File: src/sv/tht_pkg.sv
// Shared types and constants for the touch hit test table.
package tht_pkg;

   // Table geometry
   localparam int MAX_OBJECTS = 64;
   localparam int IDX_W       = $clog2(MAX_OBJECTS);
   localparam int CNT_W       = IDX_W + 1;
   localparam int TAG_W       = 16;
   localparam int BOX_W       = 64;
   localparam int ENTRY_W     = TAG_W + BOX_W;

   // Linear map of the raw touch sample
   localparam logic signed [12:0] X_IN_LO = 13'sd150;
   localparam logic signed [12:0] Y_IN_LO = 13'sd130;
   localparam logic [8:0]         X_SPAN  = 9'd310;    // 320 - 10
   localparam logic [8:0]         Y_SPAN  = 9'd230;    // 240 - 10
   localparam logic [15:0]        OUT_LO  = 16'd10;

   // Constant divide by reciprocal multiply: ceil(2**RECIP_SH / den) is exact
   // for every product magnitude below 2**PROD_W on both axes
   localparam int PROD_W   = 21;
   localparam int RECIP_W  = 22;
   localparam int RECIP_SH = 33;
   localparam int MUL_W    = PROD_W + RECIP_W;
   localparam int QUO_W    = 9;
   localparam logic [RECIP_W-1:0] X_RECIP = 22'd2353407;   // den 3800 - 150
   localparam logic [RECIP_W-1:0] Y_RECIP = 22'd2219622;   // den 4000 - 130

   // Request function codes
   localparam logic FUNC_WRITE = 1'b0;
   localparam logic FUNC_TOUCH = 1'b1;

   // Register indexes
   localparam logic CSR_ACTIVE_SCREEN = 1'b0;
   localparam logic CSR_NUM_OBJECTS   = 1'b1;

   localparam logic AXIS_X = 1'b0;
   localparam logic AXIS_Y = 1'b1;

   typedef enum logic [1:0] {
      MAP_NOP,
      MAP_MUL,
      MAP_ABS,
      MAP_DIV
   } map_op_type;

   typedef struct packed {
      map_op_type op;
      logic       axis;
   } map_ctl_type;

   typedef struct packed {
      logic [15:0] point;
   } map_stat_type;

   typedef enum logic [2:0] {
      ST_IDLE,
      ST_MUL,
      ST_ABS,
      ST_DIV,
      ST_STORE,
      ST_SCAN,
      ST_OUT
   } state_type;

endpackage

File: src/sv/tht_map_unit.sv
// Shared multiplier for the touch coordinate map: span product and reciprocal divide.
module tht_map_unit (
   input  logic                  clock,
   input  tht_pkg::map_ctl_type  ctl,
   input  logic [11:0]           raw,
   output tht_pkg::map_stat_type stat
);
   import tht_pkg::*;

   logic [11:0]        mag_ff, mag_in;
   logic               neg_ff, neg_in;
   logic [PROD_W-1:0]  prod_ff, prod_in;
   logic [QUO_W-1:0]   quo_ff, quo_in;

   logic signed [12:0] lo;
   logic [8:0]         span;
   logic [RECIP_W-1:0] recip;
   logic signed [12:0] diff;
   logic signed [12:0] diff_neg;
   logic [PROD_W-1:0]  mul_a;
   logic [RECIP_W-1:0] mul_b;
   logic [MUL_W-1:0]   mul_p;
   logic [15:0]        quo_ext;
   logic [15:0]        quo_sgn;

   always_comb begin
      lo       = (ctl.axis == AXIS_Y) ? Y_IN_LO : X_IN_LO;
      span     = (ctl.axis == AXIS_Y) ? Y_SPAN  : X_SPAN;
      recip    = (ctl.axis == AXIS_Y) ? Y_RECIP : X_RECIP;
      diff     = $signed({1'b0, raw}) - lo;
      diff_neg = -diff;

      // one multiplier: |diff| * span, then product * reciprocal
      mul_a = prod_ff;
      mul_b = recip;
      if (ctl.op == MAP_MUL) begin
         mul_a = PROD_W'(mag_ff);
         mul_b = RECIP_W'(span);
      end
      mul_p = MUL_W'(mul_a) * MUL_W'(mul_b);

      mag_in  = mag_ff;
      neg_in  = neg_ff;
      prod_in = prod_ff;
      quo_in  = quo_ff;
      case (ctl.op)
         MAP_ABS: begin
            neg_in = diff[12];
            mag_in = diff[12] ? diff_neg[11:0] : diff[11:0];
         end
         MAP_MUL: begin
            prod_in = mul_p[PROD_W-1:0];
         end
         MAP_DIV: begin
            quo_in = mul_p[RECIP_SH +: QUO_W];
         end
         default: begin
         end
      endcase
   end

   always_ff @(posedge clock) begin
      mag_ff  <= mag_in;
      neg_ff  <= neg_in;
      prod_ff <= prod_in;
      quo_ff  <= quo_in;
   end

   // truncation toward zero: divide the magnitude, then restore the sign
   always_comb begin
      quo_ext    = 16'(quo_ff);
      quo_sgn    = neg_ff ? (16'd0 - quo_ext) : quo_ext;
      stat.point = quo_sgn + OUT_LO;
   end

endmodule

File: config.mk
export PLATFORM = sky130hd
export DESIGN_NAME = tht_map_unit
export DESIGN_NICKNAME = d
export VERILOG_FILES = /design/src/sv/tht_pkg.sv /design/src/sv/tht_map_unit.sv
export SDC_FILE = /design/constraint.sdc
export NUM_CORES = 1
export LEC_CHECK = 0
export BUFFER_PORTS_ARGS = -buffer_cell sky130_fd_sc_hd__buf_2
export CAP_MARGIN = 20
export CORE_MARGIN = 2
export CORE_UTILIZATION = 59
export DETAILED_ROUTE_END_ITERATION = 8
export GPL_TIMING_DRIVEN = 0
export PLACE_DENSITY = 0.79
export SYNTH_ARGS = -nofsm -noshare
export SYNTH_HDL_FRONTEND = slang
export SYNTH_SLANG_ARGS = --single-unit
export TNS_END_PERCENT = 1
File: constraint.sdc
create_clock -name clock -period 9.9 [get_ports clock]
set_input_delay 2.97 -clock clock [delete_from_list [all_inputs] [get_ports clock]]
set_output_delay 2.97 -clock clock [all_outputs]
set_load 0.1 [all_outputs]
==> results of run 1 <==
## worst max-delay path by stage
stage                     cells past startpoint  slack [ns]         to
after CTS                                    26        0.02  quo_ff[8]
after global routing                         30       -0.09  quo_ff[4]
after global placement                       29       -1.57  quo_ff[1]
after detailed placement                     30       -1.66  quo_ff[1]
after floorplan                              28        0.05  quo_ff[8]
final                                        24        0.08  quo_ff[5]
## metal layers
metal,vias up,GRT usage
met1,4950,0.418
li1,4461,-
met3,60,0.0876
met5,-,0
met4,0,0.0798
met2,474,0.501
## repair_timing
item                                   CTS  global route
pin swaps                                3             4
cloned                                   0             0
setup endpoints to repair               17            10
buffers inserted                         3            11
endpoints found under the hold margin    0             0
resized for setup                       66            43
## metrics by stage
stage,worst slack [ns],area (sq um),cells,utilization,hold slack (ns)
floorplan,0.0515,14000,1423,-,0.831
global placement,-1.57,14600,1773,0.623,0.989
detailed placement,-1.66,14600,1773,0.623,1.01
CTS,0.0245,15000,1781,0.642,1.05
global route,-0.0851,15200,1792,0.651,1.13
finish,0.0775,15200,1792,0.651,1.07
## critical path: stages
cell and delay, ns:
buf_2 0.11, nand2b_4 0.17, clkbuf_8 0.18, clkbuf_8 0.17, clkbuf_8 0.18, ha_2 0.30, buf_6 0.17, or2_2 0.32
fa_1 0.55, inv_1 0.06, fa_1 0.46, fa_1 0.54, fa_1 0.46, fa_1 0.52, fa_1 0.50, ha_1 0.31
ha_2 0.38, and4_4 0.27, nand2_1 0.12, or4b_4 0.52, o31a_1 0.16, o211ai_1 0.20, a21oi_1 0.09, xnor2_1 0.16
## state kept, by name, summed over array words and instances, names as in the netlist
name / cells
prod_ff: 21
mag_ff: 12
quo_ff: 9
neg_ff: 1
## cell families (layout without fill, tap and decap cells)
family / Yosys count / count (layout) / synth area share
xor gates and xnor gates: 54 / 54 / 0.0337
and+or+nand+nor: 290 / 290 / 0.0971
adders and majority gates: 486 / 486 / 0.603
AOI/OAI and AO/OA: 136 / 136 / 0.0617
DFF: 43 / 43 / 0.0921
buffers and inverters: 412 / 462 / 0.111
muxes: 2 / 2 / 0.00143
## cell usage in the layout, fill, tap and decap left out, types with 4 or more instances in the layout
master	instances
ha_1	161
o21ai_1	4
nor2_1	58
xnor2_1	34
xor2_1	20
fa_1	314
nor2b_1	7
a211oi_1	5
and2_1	18
and3_1	23
clkinvlp_4	4
nand2_2	16
nand4_1	6
ha_2	7
clkbuf_1	7
buf_4	16
a21oi_1	40
clkbuf_16	6
nand2b_1	13
a21o_1	14
buf_2	32
inv_1	378
clkbuf_8	6
o21ai_0	22
nand2_1	107
edfxtp_1	43
nand3_1	11
inv_2	4
a31oi_1	11
nor3_1	6
## final cells by class
class | count | area, sq um
Buffer | 21 | 196
Clock buffer | 6 | 129
Clock inverter | 2 | 60.1
Fill cell | 1895 | 8160
Inverter | 387 | 1470
Multi-Input combinational cell | 968 | 11400
Sequential cell | 43 | 1290
Tap cell | 319 | 399
Timing Repair Buffer | 46 | 268
## Yosys cell counts, types with 3 or more instances
library cell | count | share of area
inv_1 | 385 | 0.10
fa_1 | 315 | 0.45
ha_1 | 171 | 0.15
nand2_1 | 124 | 0.033
nor2_1 | 58 | 0.016
a21oi_1 | 45 | 0.016
edfxtp_1 | 43 | 0.092
xnor2_1 | 34 | 0.021
o21ai_0 | 26 | 0.0093
and3_1 | 24 | 0.011
clkbuf_1 | 21 | 0.0056
and2_1 | 20 | 0.0089
xor2_1 | 20 | 0.012
nand2b_1 | 15 | 0.0067
a21o_1 | 14 | 0.0075
a31oi_1 | 12 | 0.0054
nand3_1 | 12 | 0.0043
nor3_1 | 8 | 0.0029
nor2b_1 | 7 | 0.0031
a211oi_1 | 6 | 0.0032
nand4_1 | 6 | 0.0027
and4_1 | 4 | 0.0025
a2bb2oi_1 | 3 | 0.0019
o31ai_1 | 3 | 0.0016
==> impl_metrics.yaml, run 1 <==
outcome:
  status: "completed"
global_routing:
  antenna_found_initial: 2
  overflow: 0
  grt_start_max_net_pins: 33
  grt_pass1_wl_mm: 57.5
  grt_usage: 0.310
  grt_pass1_vias: 10794
clock_network:
  clock_latency_ns: 0.29
  htreeDepth: 2
  clk_path_buf_depth: 2
  cts_made_buffers: 5
  cts-hold-fix-buffers: 0
  cts.clk_slew.worst_paths_ns: 0.06
  root_buffer: "clkbuf_16"
  numClockSinks: 43
  cts_tree: "done"
route:
  ant_nets: 0
  met1_length_mm: 14.1
  via_count: 9945
  top_layer: "met4"
  dr.pass1.iters: 5
  drc_errors: 0
  wl_met2_mm: 16.9
  routed-wl-met3_mm: 3.68
  drt_iter0_markers: 767
  drt-total-wl_mm: 35.5
  drt-vias-per-instance: 5.55
  wl_per_cell_um: 19.8
final_layout:
  num_antenna_cells: 0
  layout-drive-gt1-share: 0.0930
  area_growth_pct: 8.75
  nNetsFinal: 1974
setup_path:
  cp_max_fo: 12
  cp-end-kind: "flip-flop"
  critPathLaunch: "ctl[2]"
  cp-start-kind: "input pin"
  worstPathRequired_ns: 9.93
  rr_endpoint: "quo_ff[4]"
  rrSetupSlack_ns: 2.96
  r2r-start: "prod_ff[7]"
  critPathKind: "input pin to flip-flop"
  worst-endpoint-arrival_ns: 9.85
  ff2ff_path_depth: 23
synth:
  syn_area_per_cell_sq_um: 9.85
  synth-edff-count: 43
  async_flop_share: 0
  synth-seq-area-share: 0.0921
  ys_seq_elements: 43
  synth_cells: 1423
  synth.cell_area_sq_mm: 0.0140
  synth_ff_type: "edfxtp_1"
  synth.net_count: 1925
  yosysUniqueCellTypes: 60
  yosys_warnings: 0
min_path:
  whs_path_depth: 3
  hold_path_class: "flip-flop to flip-flop"
  hp-start: "mag_ff[0]"
  hold_end: "prod_ff[1]"
sta:
  setup_tns_ns: 0
  max_freq_mhz: 102
  fin_crit_sh: 0.992
  final.min_clock_period_ns: 9.82
  skew_ns: 0.00506
  slew-limit-headroom: 0.474
  finalMaxSlewViolations: 0
  rsz0062_at_grt: "true"
  timing.final.hold_violations: 0
  worst-slew-pin-transition_ns: 0.789
  setup_violations: 0
flow_run:
  maxCapViolations: 0
placement:
  gp_congestion: 0.987
  dp_hpwl_mm: 31.1
  port_buffers: 31
die:
  die_h_um: 158
  fp.dieW_um: 158
  die_area_sq_mm: 0.0250
  rows: 56
  core_area_sq_mm: 0.0234
  pin_count: 32
  initial_core_util: 0.599
Power of run 1 is not shown: default switching activity piles up to over one toggle a cycle in this logic, so the estimate is an artifact.
==> run 2: changes to the inputs <==
--- a/config.mk
+++ b/config.mk
@@ -12,6 +12,7 @@
 export DETAILED_ROUTE_END_ITERATION = 8
 export GPL_TIMING_DRIVEN = 0
 export PLACE_DENSITY = 0.79
+export REMOVE_ABC_BUFFERS = 1
 export SYNTH_ARGS = -nofsm -noshare
 export SYNTH_HDL_FRONTEND = slang
 export SYNTH_SLANG_ARGS = --single-unit
==> run 2 against run 1 <==
  * Wire length fell by 2.5%
  * Fmax rose by 0.85%
  * Non-clock buffer count fell by 17
  * Design area fell by 1.2%
  * Utilization fell by 0.75 points
  * Critical path type unchanged
==> impl_metrics.yaml, run 2 (synthesized netlist as in run 1, its figures left out) <==
outcome:
  status: "completed"
placement:
  dp_hpwl_mm: 29.4
  gp_congestion: 0.959
  port_buffers: 31
  dp_cells: 1748
  place_ws_ns: -2.30
final_layout:
  layout.cells.non_filler: 1779
  layout-drive-gt1-share: 0.0836
  area_growth_pct: 7.49
  largest_reg_flops: 21
  nNetsFinal: 1961
  largest-register: "prod_ff"
  mostFrequentLayoutCell: "inv_1"
  num_antenna_cells: 0
  final.fill_count: 1824
  mostFrequentLayoutCells: "inv_1 (377), fa_1 (315), ha_1 (162)"
  largestRegisters: "prod_ff (21), mag_ff (12), quo_ff (9)"
route:
  via_count: 9962
  drt_iter0_markers: 639
  dr.pass1.iters: 5
  drt-vias-per-instance: 5.60
  ant_nets: 0
  wl_per_cell_um: 19.5
  drc_errors: 0
  drt-total-wl_mm: 34.6
sta:
  max_freq_mhz: 103
  setup_violations: 0
  timing.final.hold_violations: 0
  worst-slew-pin-transition_ns: 0.842
  slew-limit-headroom: 0.436
  setup_slack_ns: 0.160
  skew_ns: 0.00478
  finalMaxSlewViolations: 0
  rsz0062_at_grt: "true"
  fin_crit_sh: 0.984
  final.min_clock_period_ns: 9.74
clock_network:
  clk_path_buf_depth: 2
  numClockSinks: 43
  cts_made_buffers: 5
  clock_latency_ns: 0.29
  root_buffer: "clkbuf_16"
  cts.clk_slew.worst_paths_ns: 0.06
  htreeDepth: 2
  cts_tree: "done"
die:
  rows: 56
  fp.dieW_um: 158
  core_area_sq_mm: 0.0234
  pin_count: 32
  die_h_um: 158
  initial_core_util: 0.599
  die_area_sq_mm: 0.0250
setup_path:
  critPathMaxStageDelay_ns: 0.57
  cpMaxStageDelayCell: "fa_1"
  path_buf_inv: 9
  cp_max_fo: 10
  cp-start-kind: "input pin"
  cp-end-kind: "flip-flop"
  worstPathRequired_ns: 9.92
  worst-endpoint-arrival_ns: 9.76
  critPathKind: "input pin to flip-flop"
  cp_top_family: "adder cells"
global_routing:
  grt_start_max_net_pins: 22
  antenna_found_initial: 0
  grt_pass1_vias: 10615
  overflow: 0
  grt_usage: 0.297
  grt_pass1_wl_mm: 55.4
flow_run:
  maxCapViolations: 0
min_path:
  hold_path_class: "flip-flop to flip-flop"
==> run 2: worst paths after layout <==
kind	startpoint	endpoint	slack [ns]	cells after the start
setup / recovery	ctl[2]	quo_ff[4]	0.16	25
hold / removal	mag_ff[0]	prod_ff[1]	0.97	3
setup reg to reg	prod_ff[3]	quo_ff[4]	2.86	27
hold reg to reg	mag_ff[0]	prod_ff[1]	0.97	3
==> run 2: stage by stage <==
stage                     area [sq um]  utilization  TNS, ns  hold WS (ns)
after floorplan                  13900            -    -7.86         0.831
after global placement           14500        0.618   -46.93          1.03
after detailed placement         14500        0.618   -31.88          1.04
after CTS                        14800        0.634        0         0.954
after global routing             15100        0.644   -0.300          1.00
final                            15100        0.644        0         0.965
==> run 2: final cells by class <==
type | count | area (sq um) | share of cell area
Clock buffer | 5 | 125 | 0.00831
Multi-Input combinational cell | 971 | 11400 | 0.760
Timing Repair inverter | 1 | 5.00 | 0.000332
Inverter | 387 | 1480 | 0.0979
Tap cell | 319 | 399 | 0.0265
Timing Repair Buffer | 50 | 305 | 0.0203
Clock inverter | 3 | 20.0 | 0.00133
Sequential cell | 43 | 1290 | 0.0857
==> run 2: timing repair <==
item | 4_1_cts | 5_1_grt
setup buffers | 9 | 9
gates resized for setup | 35 | 40
hold buffers | 0 | 0
pin swaps | 1 | 3
endpoints found under the setup margin | 22 | 10
gates cloned | 3 | 1
==> run 2: worst min-delay path: cells and delay by family (launching register included) <==
kind / cells / cell delay (ns)
adder cells (fa/ha/maj): 1 / 0.19
AND/OR/NAND/NOR: 2 / 0.34
flip-flops: 1 / 0.33
==> run 2: routing by layer <==
layer  up-vias  share of wire  track usage
met5         -              0            0
met4         0          0.032       0.0897
met3        86          0.091       0.0624
met2       434           0.47        0.481
met1      5002           0.41        0.406
li1       4440              -            -
Power of run 2 is left out for the same reason.
